[src/design/bffa_pkg.sv]
// Shared constants, codes and types of the bitmap first-fit allocator.
`timescale 1ns / 1ps
`default_nettype none
package bffa_pkg;

  // Map size, kept a power of two so the scan index carries into a done bit
  localparam int NUM_BLOCKS = 64;
  localparam int BLK_W      = $clog2(NUM_BLOCKS);
  localparam int CNT_W      = BLK_W + 1;

  // Transaction field widths
  localparam int FIELD_W = 7;
  localparam int SUM_W   = FIELD_W + 1;

  // Operation codes
  localparam logic FUNC_ALLOC = 1'b0;
  localparam logic FUNC_FREE  = 1'b1;

  // Result when no run fits (-1)
  localparam logic [FIELD_W-1:0] ALLOC_FAIL = {FIELD_W{1'b1}};

  // Occupancy memory access, controller to memory
  typedef struct packed {
    logic             we;
    logic [BLK_W-1:0] waddr;
    logic             wdata;
    logic [BLK_W-1:0] raddr;
  } mem_req_t;

endpackage
`default_nettype wire

[src/design/bffa_ram.sv]
// Generic single-write, single-read synchronous RAM with registered read data.
`timescale 1ns / 1ps
`default_nettype none
module bffa_ram #(
  parameter int DEPTH = 64,
  parameter int WIDTH = 1
) (
  input  wire logic                     clk_i,
  input  wire logic                     we_i,
  input  wire logic [$clog2(DEPTH)-1:0] waddr_i,
  input  wire logic [WIDTH-1:0]         wdata_i,
  input  wire logic [$clog2(DEPTH)-1:0] raddr_i,
  output logic      [WIDTH-1:0]         rdata_o
);

  logic [WIDTH-1:0] mem [DEPTH];

  // Write port
  always_ff @(posedge clk_i) begin
    if (we_i) begin
      mem[waddr_i] <= wdata_i;
    end
  end

  // Read port, registered read data
  always_ff @(posedge clk_i) begin
    rdata_o <= mem[raddr_i];
  end

endmodule
`default_nettype wire

[src/design/bffa_ctrl.sv]
// Sequencer: clearing pass, first-fit scan, run marking and freeing.
`timescale 1ns / 1ps
`default_nettype none
module bffa_ctrl (
  input  wire logic                           clk_i,
  input  wire logic                           rst_ni,
  input  wire logic                           in_valid_i,
  output logic                                in_stall_o,
  input  wire logic                           func_i,
  input  wire logic signed [bffa_pkg::FIELD_W-1:0] start_block_i,
  input  wire logic [bffa_pkg::FIELD_W-1:0]   run_length_i,
  output bffa_pkg::mem_req_t                  mem_req_o,
  input  wire logic                           mem_rdata_i,
  output logic                                push_valid_o,
  output logic [bffa_pkg::FIELD_W-1:0]        push_data_o,
  input  wire logic                           push_ready_i
);
  import bffa_pkg::*;

  localparam logic [1:0] ST_IDLE  = 2'd0;
  localparam logic [1:0] ST_SCAN  = 2'd1;
  localparam logic [1:0] ST_WRITE = 2'd2;
  localparam logic [1:0] ST_PUSH  = 2'd3;

  localparam logic [CNT_W-1:0] NUM_CNT = CNT_W'(NUM_BLOCKS);
  localparam logic [SUM_W-1:0] NUM_SUM = SUM_W'(NUM_BLOCKS);

  logic [1:0]         state_q, state_d;
  logic [CNT_W-1:0]   rd_idx_q, rd_idx_d;
  logic               chk_vld_q, chk_vld_d;
  logic [BLK_W-1:0]   chk_idx_q, chk_idx_d;
  logic [CNT_W-1:0]   run_q, run_d;
  logic [BLK_W-1:0]   first_q, first_d;
  logic [FIELD_W-1:0] len_q, len_d;
  logic [CNT_W-1:0]   wr_idx_q, wr_idx_d;
  logic [CNT_W-1:0]   wr_end_q, wr_end_d;
  logic               wr_bit_q, wr_bit_d;
  logic               push_q, push_d;
  logic [FIELD_W-1:0] res_q, res_d;

  logic [FIELD_W-1:0] start_u;
  logic [SUM_W-1:0]   free_end;
  logic [BLK_W-1:0]   run_first;
  logic               accept;

  assign start_u   = $unsigned(start_block_i);
  assign free_end  = {1'b0, start_u} + {1'b0, run_length_i};
  assign run_first = (run_q == '0) ? chk_idx_q : first_q;
  assign accept    = in_valid_i && !in_stall_o;

  // Next-state logic
  always_comb begin
    state_d   = state_q;
    rd_idx_d  = rd_idx_q;
    chk_vld_d = chk_vld_q;
    chk_idx_d = chk_idx_q;
    run_d     = run_q;
    first_d   = first_q;
    len_d     = len_q;
    wr_idx_d  = wr_idx_q;
    wr_end_d  = wr_end_q;
    wr_bit_d  = wr_bit_q;
    push_d    = push_q;
    res_d     = res_q;

    in_stall_o      = (state_q != ST_IDLE);
    push_valid_o    = 1'b0;
    mem_req_o.we    = 1'b0;
    mem_req_o.waddr = wr_idx_q[BLK_W-1:0];
    mem_req_o.wdata = wr_bit_q;
    mem_req_o.raddr = rd_idx_q[BLK_W-1:0];

    case (state_q)
      ST_IDLE: begin
        if (in_valid_i) begin
          if (func_i == FUNC_ALLOC) begin
            len_d = run_length_i;
            if (run_length_i == '0 || {1'b0, run_length_i} > NUM_SUM) begin
              res_d   = ALLOC_FAIL;
              state_d = ST_PUSH;
            end else begin
              rd_idx_d  = '0;
              chk_vld_d = 1'b0;
              run_d     = '0;
              state_d   = ST_SCAN;
            end
          end else if (!start_u[FIELD_W-1] && {1'b0, start_u} < NUM_SUM &&
                       run_length_i != '0) begin
            // Free: clear start onward, clamped at the end of the map
            wr_idx_d = CNT_W'(start_u);
            wr_end_d = (free_end > NUM_SUM) ? NUM_CNT : free_end[CNT_W-1:0];
            wr_bit_d = 1'b0;
            push_d   = 1'b0;
            state_d  = ST_WRITE;
          end
        end
      end

      ST_SCAN: begin
        // Issue one read per cycle; the data comes back in the cycle after
        if (rd_idx_q < NUM_CNT) begin
          rd_idx_d  = rd_idx_q + 1'b1;
          chk_vld_d = 1'b1;
          chk_idx_d = rd_idx_q[BLK_W-1:0];
        end else begin
          chk_vld_d = 1'b0;
        end
        if (chk_vld_q) begin
          if (!mem_rdata_i) begin
            first_d = run_first;
            run_d   = run_q + 1'b1;
            if ((run_q + 1'b1) == CNT_W'(len_q)) begin
              res_d    = FIELD_W'(run_first);
              wr_idx_d = CNT_W'(run_first);
              wr_end_d = CNT_W'(run_first) + CNT_W'(len_q);
              wr_bit_d = 1'b1;
              push_d   = 1'b1;
              state_d  = ST_WRITE;
            end else if (chk_idx_q == BLK_W'(NUM_BLOCKS - 1)) begin
              res_d   = ALLOC_FAIL;
              state_d = ST_PUSH;
            end
          end else begin
            run_d = '0;
            if (chk_idx_q == BLK_W'(NUM_BLOCKS - 1)) begin
              res_d   = ALLOC_FAIL;
              state_d = ST_PUSH;
            end
          end
        end
      end

      ST_WRITE: begin
        // One block per cycle; also serves the clearing pass after reset
        mem_req_o.we = 1'b1;
        wr_idx_d     = wr_idx_q + 1'b1;
        if ((wr_idx_q + 1'b1) == wr_end_q) begin
          state_d = push_q ? ST_PUSH : ST_IDLE;
        end
      end

      ST_PUSH: begin
        push_valid_o = 1'b1;
        if (push_ready_i) begin
          state_d = ST_IDLE;
        end
      end

      default: begin
        state_d = ST_IDLE;
      end
    endcase
  end

  assign push_data_o = res_q;

  // Control registers; reset starts the clearing pass
  always_ff @(posedge clk_i or negedge rst_ni) begin
    if (!rst_ni) begin
      state_q   <= ST_WRITE;
      rd_idx_q  <= '0;
      chk_vld_q <= 1'b0;
      run_q     <= '0;
      wr_idx_q  <= '0;
      wr_end_q  <= NUM_CNT;
      wr_bit_q  <= 1'b0;
      push_q    <= 1'b0;
    end else begin
      state_q   <= state_d;
      rd_idx_q  <= rd_idx_d;
      chk_vld_q <= chk_vld_d;
      run_q     <= run_d;
      wr_idx_q  <= wr_idx_d;
      wr_end_q  <= wr_end_d;
      wr_bit_q  <= wr_bit_d;
      push_q    <= push_d;
    end
  end

  // Payload registers
  always_ff @(posedge clk_i) begin
    chk_idx_q <= chk_idx_d;
    first_q   <= first_d;
    len_q     <= len_d;
    res_q     <= res_d;
  end

  // Writes stay inside the run being marked or cleared
  a_write_in_range: assert property (@(posedge clk_i) disable iff (!rst_ni)
    mem_req_o.we |-> (wr_idx_q < wr_end_q && wr_end_q <= NUM_CNT))
    else $error("write outside run");

  // No memory writes while scanning
  a_no_write_in_scan: assert property (@(posedge clk_i) disable iff (!rst_ni)
    (state_q == ST_SCAN) |-> !mem_req_o.we)
    else $error("write during scan");

  // A found run fits entirely inside the map
  a_run_fits: assert property (@(posedge clk_i) disable iff (!rst_ni)
    (push_valid_o && res_q != ALLOC_FAIL) |->
      ({1'b0, res_q} + {1'b0, len_q} <= NUM_SUM))
    else $error("allocated run overruns map");

  // Zero length allocate fails at once
  a_zero_len: assert property (@(posedge clk_i) disable iff (!rst_ni)
    (accept && func_i == FUNC_ALLOC && run_length_i == '0) |=>
      (state_q == ST_PUSH && res_q == ALLOC_FAIL))
    else $error("zero length allocate not rejected");

  // The scan only checks data for blocks it has read
  a_scan_order: assert property (@(posedge clk_i) disable iff (!rst_ni)
    (state_q == ST_SCAN && chk_vld_q) |-> (CNT_W'(chk_idx_q) < rd_idx_q))
    else $error("scan check ahead of read");

endmodule
`default_nettype wire

[src/design/bitmap_first_fit_allocator_unit.sv]
// Top level of the bitmap first-fit allocator: memory, sequencer, result register.
//
//  channel   direction  transaction fields                      handshake
//  in        input      func_i, start_block_i, run_length_i     in_valid_i / in_stall_o
//  out       output     alloc_start_o (one per allocate only)   out_valid_o / out_stall_i
//
// Allocate: the scan reads one block per cycle from the map RAM; a run that fits is
// then marked block by block, and the result (or -1) is pushed to the output.
// Free: the cleared blocks are written one at a time through the single RAM write port.
// After reset a clearing pass over all NUM_BLOCKS (64) blocks runs with in_stall_o high.
// A waiting result in the output register holds off the next result, and input stalls while that one waits.
`timescale 1ns / 1ps
`default_nettype none
module bitmap_first_fit_allocator_unit (
  input  wire logic                               clk_i,
  input  wire logic                               rst_ni,
  input  wire logic                               in_valid_i,
  output logic                                    in_stall_o,
  input  wire logic                               func_i,
  input  wire logic signed [bffa_pkg::FIELD_W-1:0] start_block_i,
  input  wire logic [bffa_pkg::FIELD_W-1:0]       run_length_i,
  output logic                                    out_valid_o,
  input  wire logic                               out_stall_i,
  output logic signed [bffa_pkg::FIELD_W-1:0]     alloc_start_o
);
  import bffa_pkg::*;

  mem_req_t           mem_req;
  logic               mem_rdata;
  logic               push_valid;
  logic               push_ready;
  logic [FIELD_W-1:0] push_data;
  logic               out_valid_q;
  logic [FIELD_W-1:0] out_data_q;

  // Occupancy map, one bit per block
  bffa_ram #(
    .DEPTH (NUM_BLOCKS),
    .WIDTH (1)
  ) u_ram (
    .clk_i   (clk_i),
    .we_i    (mem_req.we),
    .waddr_i (mem_req.waddr),
    .wdata_i (mem_req.wdata),
    .raddr_i (mem_req.raddr),
    .rdata_o (mem_rdata)
  );

  bffa_ctrl u_ctrl (
    .clk_i         (clk_i),
    .rst_ni        (rst_ni),
    .in_valid_i    (in_valid_i),
    .in_stall_o    (in_stall_o),
    .func_i        (func_i),
    .start_block_i (start_block_i),
    .run_length_i  (run_length_i),
    .mem_req_o     (mem_req),
    .mem_rdata_i   (mem_rdata),
    .push_valid_o  (push_valid),
    .push_data_o   (push_data),
    .push_ready_i  (push_ready)
  );

  // Output register: loads when empty or being drained
  assign push_ready = !out_valid_q || !out_stall_i;

  always_ff @(posedge clk_i or negedge rst_ni) begin
    if (!rst_ni) begin
      out_valid_q <= 1'b0;
    end else if (push_ready) begin
      out_valid_q <= push_valid;
    end
  end

  always_ff @(posedge clk_i) begin
    if (push_valid && push_ready) begin
      out_data_q <= push_data;
    end
  end

  assign out_valid_o   = out_valid_q;
  assign alloc_start_o = $signed(out_data_q);

endmodule
`default_nettype wire
[config.mk]
export PLATFORM = sky130hd
export DESIGN_NAME = bitmap_first_fit_allocator_unit
export DESIGN_NICKNAME = d
export VERILOG_FILES = /design/src/design/bffa_pkg.sv /design/src/design/bffa_ram.sv /design/src/design/bffa_ctrl.sv /design/src/design/bitmap_first_fit_allocator_unit.sv
export SDC_FILE = /design/constraint.sdc
export NUM_CORES = 1
export LEC_CHECK = 0
export ABC_AREA = 1
export BUFFER_PORTS_ARGS = -buffer_cell sky130_fd_sc_hd__buf_4
export CELL_PAD_IN_SITES_DETAIL_PLACEMENT = 0
export CELL_PAD_IN_SITES_GLOBAL_PLACEMENT = 1
export CORE_ASPECT_RATIO = 1.4
export CORE_MARGIN = 2
export CORE_UTILIZATION = 30
export DETAILED_ROUTE_END_ITERATION = 10
export PLACE_DENSITY = 0.53
export SETUP_SLACK_MARGIN = 0.4
export SLEW_MARGIN = 20
export SYNTH_ARGS = -nofsm -noshare
export SYNTH_HDL_FRONTEND = slang
export SYNTH_SLANG_ARGS = --single-unit
[constraint.sdc]
create_clock -name clk_i -period 5 [get_ports clk_i]
set_input_delay 0.25 -clock clk_i [delete_from_list [all_inputs] [get_ports clk_i]]
set_output_delay 0.25 -clock clk_i [all_outputs]
set_load 0.02 [all_outputs]
-- After elaboration in Yosys (flattened, before gate mapping)
Memory sizes are Yosys's and may differ from the RTL's. A register that Yosys moved wholly into a read port is not among the register bits.
Cells that the tools add are included.
- reductions and logical operators: 25
- $add $sub $neg: 5
- equal/unequal tests: 19
- bitwise operators: 2
- $lt $le $gt $ge: 4
- mux-type cells: 60
- operators with widths (kind ; number):
    $mux 7 ; 26
    $pmux 7 s2 ; 4
    $mux 2 ; 11
    $add 7x1->7 const B ; 3
    $pmux 7 s3 ; 1
    $reduce_and 5->1 ; 4
    $eq 7x7->1 ; 2
    $logic_not 7->1 ; 2
    $lt 7x7->1 const B ; 2
    $mux 1 ; 14
    $reduce_and 7->1 ; 2
    $ne 2x1->1 const B ; 6
    $ne 2x2->1 const B ; 6
    $add 7x7->8 ; 1
    $gt 8x7->1 const B ; 1
    $pmux 2 s4 ; 1
    $add 6x7->7 ; 1
    $gt 7x7->1 const B ; 1
    $reduce_bool 7->1 ; 1
    $eq 6x6->1 const B ; 1
    $mux 6 ; 1
    $reduce_and 3->1 ; 2
    $eq 2x2->1 const B ; 2
    $pmux 1 s2 ; 2
    other kinds (11) ; 18
- memory bits (writable): 64
- word-level logic and storage cells: 129
- register bits: 66
- memories: 1
- output and inout bits: 9
- bits of input ports: 19
- memories (memory ; words ; width ; rd ports ; clocked after memory_dff ; write ports ; RTL line ; source):
    u_ram.mem ; 64 ; 1 ; 1 ; 1 ; 1 ; bffa_ram.sv:16 ; logic [WIDTH-1:0] mem [DEPTH];

-- Logic depth before layout (Yosys ltp)
- depth in word-level cells: 7
- gate-level depth with buffers: 21
- mapped depth without buffers: 20

-- Modules after synthesis
Synthesis repeated with hierarchy kept, for this count alone.
- cell total of the unflattened synthesis: 871
- area total of the unflattened synthesis: 7377.1 um2
- modules (own cells, without submodules) (module ; times used ; sequential area each (um2) ; cells an instance ; area each (um2)):
    bffa_ctrl ; 1 ; 1584.0 ; 538 ; 4056.4
    bffa_ram ; 1 ; 1941.9 ; 321 ; 3069.2
    bitmap_first_fit_allocator_unit ; 1 ; 235.2 ; 12 ; 251.5

-- Worst setup path before layout
OpenSTA, ideal clock, no wires.
- path type: reg-to-reg
- start point: register u_ctrl.run_q[0]
- end point: register u_ctrl.wr_end_q[5]
- path buffers: 1
- arrival time: 2454 ps
- setup time: 65 ps
- required time: 4935 ps
- period minus slack after synthesis: 2519 ps
- setup slack: 2481 ps
- cell stages (with the launch flop): 21
- cell sequence: dfrtp_1 > inv_1 > ha_1 > inv_1 > nor2_1 > nand3_1 > buf_2 > o21ai_0 > inv_1 > ha_1 > nand3_1 > nand2_1 > nand2_1 > nand2_1 > a21oi_1 > nor2_1 > nor2_1 > nand2_1 > nand2_1 > nand2_1 > nand2_1
- cells in the longest elaborated chain, start to end: 7
- elaborated cells between the ends (all ways): 11
- those cells by class: add/sub: 2; eq/ne: 2; mux: 5; reduce/logical: 2
- ends and longest elaborated chain (what ; RTL line ; source):
    start: declaration ; bffa_ctrl.sv:32 ; logic [CNT_W-1:0] run_q, run_d;
    start signal: assignment ; bffa_ctrl.sv:172 ; run_q <= run_d;
    $logic_not 7->1 ; bffa_ctrl.sv:48 ; assign run_first = (run_q == '0) ? chk_idx_q : first_q;
    $mux 6 ; bffa_ctrl.sv:48 ;
    via u_ctrl.run_first[1] ; bffa_ctrl.sv:43 ; logic [BLK_W-1:0] run_first;
    $add 6x7->7 ; bffa_ctrl.sv:115 ; wr_end_d = CNT_W'(run_first) + CNT_W'(len_q);
    $mux 7 ; bffa_ctrl.sv:112 ; if ((run_q + 1'b1) == CNT_W'(len_q)) begin
    $mux 7 ; bffa_ctrl.sv:109 ; if (!mem_rdata_i) begin
    $mux 7 ; bffa_ctrl.sv:108 ; if (chk_vld_q) begin
    $pmux 7 s2 ; bffa_ctrl.sv:73 ; case (state_q)
    end signal: assignment ; bffa_ctrl.sv:174 ; wr_end_q <= wr_end_d;
    end: declaration ; bffa_ctrl.sv:36 ; logic [CNT_W-1:0] wr_end_q, wr_end_d;
The timed path passes the listed nets, and every way through them passes these cells. The select of a mux whose other input is x is not followed.
A chain may end at the register's enable or synchronous reset.

-- Final worst setup path
Ends and elaborated chain as after synthesis.

==> impl_metrics.yaml <==
outcome:
  status: "finished, final reports clean"
route:
  routed_wl_um: 21300
  drtIter0Drc: 342
  drt-pass1-iter-count: 6
  drtAntennaViolNets: 0
  vias_per_cell: 4.93
  num_vias: 5697
  drc_errors: 0
  wl_per_cell_um: 18.4
setup_path:
  cp_top_family: "simple AND/OR/NAND/NOR gates"
  cp.depth: 19
  critPathMaxStageDelay_ns: 0.62
  endpoint_kind: "flip-flop"
  reg2reg_to: "u_ctrl.wr_end_q[5]$_DFFE_PN0P_"
  required_ns: 5.36
  endpoint: "u_ctrl.wr_end_q[5]$_DFFE_PN0P_"
  critPathKind: "reg -> reg"
  start_kind: "flip-flop"
  cp_max_fo: 12
  r2r_setup_slack_ns: 1.94
  path_buf_inv: 3
  crit_path_cell_trace: "inv_1, ha_1, inv_1, nor2_1, nand3_1, o21ai_0, inv_1, ha_1, nand3_1, nand2_1, nand2_1, nand2_1, a21oi_1, nor2_1, nor2_1, nand2_1, nand2_1, nand2_1, nand2_1"
  cpMaxStageDelayCell: "o21ai_0"
  rr_startpoint: "u_ctrl.run_q[0]$_DFFE_PN0P_"
  cp_common_cell: "nand2_1"
  crit_path_start: "u_ctrl.run_q[0]$_DFFE_PN0P_"
  r2r_cells: 19
  cp.arrival_ns: 3.43
clock_network:
  clk_latency_ns: 0.42
  cts_setup_buffers: 0
  clkSinkCount: 131
  clk_path_buf_depth: 2
  cts-root-buf: "clkbuf_16"
  cts_tree: "yes"
  numCtsBuffers: 17
  ctsResizeCount: 0
  postCtsHoldBufs: 1
  h-tree-depth: 4
  cts.clk_slew.worst_paths_ns: 0.06
logic_synthesis:
  synth.distinct_cells: 45
  yosysSeqAreaShare: 0.526
  synth_largest_area_cell: "edfxtp_1"
  syn_avg_cell_area_sq_um: 8.88
  ys_warn_count: 0
  synth-main-ff-cell: "edfxtp_1"
  synth_seq_cells: 131
  synth_edf_count: 97
  syn_inst: 805
  syn_area_sq_um: 7150
  synth_top_area_share: 0.407
  synth_fp_nets: 847
  synth.area.top_cells: "edfxtp_1 (41%), dfrtp_1 (11%), nand2_1 (8.9%)"
  synth-async-reset-ratio: 0.252
global_routing:
  grt_max_degree: 66
  grt.total_usage: 0.175
  grt_pass1_vias: 5691
  antenna_found_initial: 0
  grt_overflow_total: 0
  grt_pass1_wl_um: 32900
placement:
  port-buffer-count: 27
  pre_cts_slack_ns: 1.95
  gp_congestion: 0.811
  hpwl_um: 15800
floorplan:
  pin_count: 28
  die_height_um: 187
  die_area_sq_um: 25100
  coreArea_sq_um: 23300
  num_rows: 66
  die_w_um: 134
  initial_core_util: 0.307
power:
  power_leakage_uw: 0.00323
  power.internal_uw: 2630
  powerDensity_nw_per_um2: 553
  swShare: 0.424
  pwr-share-comb: 0.398
  ir_drop_mv: 0.250
  switching_power_uw: 1940
  seqPwrFrac: 0.339
  p_clk_frac: 0.263
layout:
  syn2layout_area_growth_pct: 15.5
  drive_above_1_share: 0.118
  final_nets: 879
  final_common_cell: "nand2_1"
  final_cell_mix: "nand2_1 (170), nor2_1 (140), edfxtp_1 (97)"
  n_antenna_cell: 0
sta:
  fin_worst_skew_ns: 0.00912
  finalSetupViolCount: 0
  hold_viol_final: 0
  final.setup.tns_ns: 0
  maxSlewViolCount: 0
  maxSlewHeadroom: 0.346
  worst_pin_slew_ns: 0.974
  fmax_ghz: 0.326
  fin_crit_ns: 3.06
  fin_crit_sh: 0.613
  rsz0062_at_grt: "false"
  setup_ws_ns: 1.94
hold_path:
  min_path_type: "in -> reg"
job:
  cap_violations: 0
power groups by stage:
stage	combinational [uW]	sequential, uW	clock [uW]
after global routing	2020	1570	1270
after detailed placement	1830	1570	0
after CTS	1840	1550	1230
after global placement	1820	1570	0
after floorplan	1240	1550	0
final	1820	1550	1200
worst register-to-register path, cell delays in order, from the launching register on:
cell and delay [ns]:
dfrtp_1 0.42, inv_1 0.13, ha_1 0.16, inv_1 0.04, nor2_1 0.08, nand3_1 0.31
o21ai_0 0.62, inv_1 0.14, ha_1 0.32, nand3_1 0.08, nand2_1 0.09, nand2_1 0.07
nand2_1 0.05, a21oi_1 0.16, nor2_1 0.06, nor2_1 0.08, nand2_1 0.06, nand2_1 0.06
nand2_1 0.04, nand2_1 0.05
synthesized netlist by cell type (all sizes together), types with 2 or more instances:
library cell    n
nand2         182
nor2          148
edfxtp         97
inv            75
o21ai          71
nand3          51
dfrtp          31
a21oi          21
ha             21
o22ai          16
clkbuf         14
nand4          14
o211ai         12
nand3b         10
buf             6
nor3            4
o221ai          4
or2             4
xnor2           4
clkinv          3
xor2            3
a221oi          2
dfstp           2
fa              2
nor4            2
o21a            2
through the flow:
| step | hold slack (ns) | util | cell area, sq um | total power, uW | std cells |
|---|---|---|---|---|---|
| 2_1_floorplan | -0.0456 | - | 7150 | 2790 | 805 |
| 3_3_place_gp | 0.253 | 0.330 | 7680 | 3390 | 1123 |
| 3_5_place_dp | 0.251 | 0.330 | 7680 | 3400 | 1123 |
| 4_1_cts | 0.0155 | 0.354 | 8250 | 4620 | 1156 |
| 5_1_grt | 0.0112 | 0.354 | 8250 | 4860 | 1156 |
| 6_report | 0.0298 | 0.354 | 8250 | 4570 | 1156 |
metal layers:
| metal | up-vias | wire length, um | track usage |
|---|---|---|---|
| li1 | 2803 | - | - |
| met1 | 2710 | 8590 | 0.200 |
| met2 | 140 | 11100 | 0.310 |
| met3 | 44 | 806 | 0.0337 |
| met4 | 0 | 810 | 0.0842 |
| met5 | - | 0 | 0 |
state kept, by name, indices dropped and copies added (netlist names), 2 cells and up:
| signal | count |
|---|---|
| u_ram.mem | 64 |
| alloc_start_o | 7 |
| u_ctrl.len_q | 7 |
| u_ctrl.push_data_o | 7 |
| u_ctrl.rd_idx_q | 7 |
| u_ctrl.run_q | 7 |
| u_ctrl.wr_end_q | 7 |
| u_ctrl.wr_idx_q | 7 |
| u_ctrl.chk_idx_q | 6 |
| u_ctrl.first_q | 6 |
| u_ctrl.state_q | 2 |
layout make-up:
| cell class | instances | area (sq um) |
|---|---|---|
| flip-flops and latches | 131 | 3760 |
| well taps | 306 | 383 |
| fillers | 2476 | 15000 |
| multi-input cells | 576 | 2990 |
| clock inverters | 13 | 128 |
| repair buffers | 33 | 250 |
| clock buffers | 19 | 433 |
| inverters | 78 | 310 |
kinds of logic after synthesis:
| logic type | count (synthesis) | synth area share |
|---|---|---|
| DFF | 131 | 0.526 |
| AOI/OAI and AO/OA | 131 | 0.108 |
| xor gates and xnor gates | 7 | 0.00858 |
| adders and majority gates | 23 | 0.0424 |
| and+or+nand+nor | 415 | 0.259 |
| buffers and inverters | 98 | 0.0558 |
how the worst min path moves through the flow:
stage                          from                     endpoint  slack (ns)  depth (start not counted)
finish              run_length_i[2]    u_ctrl.len_q[2]$_DFFE_PP_        0.03                          1
global route        run_length_i[2]    u_ctrl.len_q[2]$_DFFE_PP_        0.01                          1
CTS                 run_length_i[2]    u_ctrl.len_q[2]$_DFFE_PP_        0.02                          1
detailed placement           rst_ni  u_ctrl.run_q[6]$_DFFE_PN0P_        0.25                          1
global placement             rst_ni  u_ctrl.run_q[5]$_DFFE_PN0P_        0.25                          1
floorplan                    rst_ni      out_valid_o$_DFFE_PN0N_       -0.05                          0
Power figures use the tool's default switching activity.
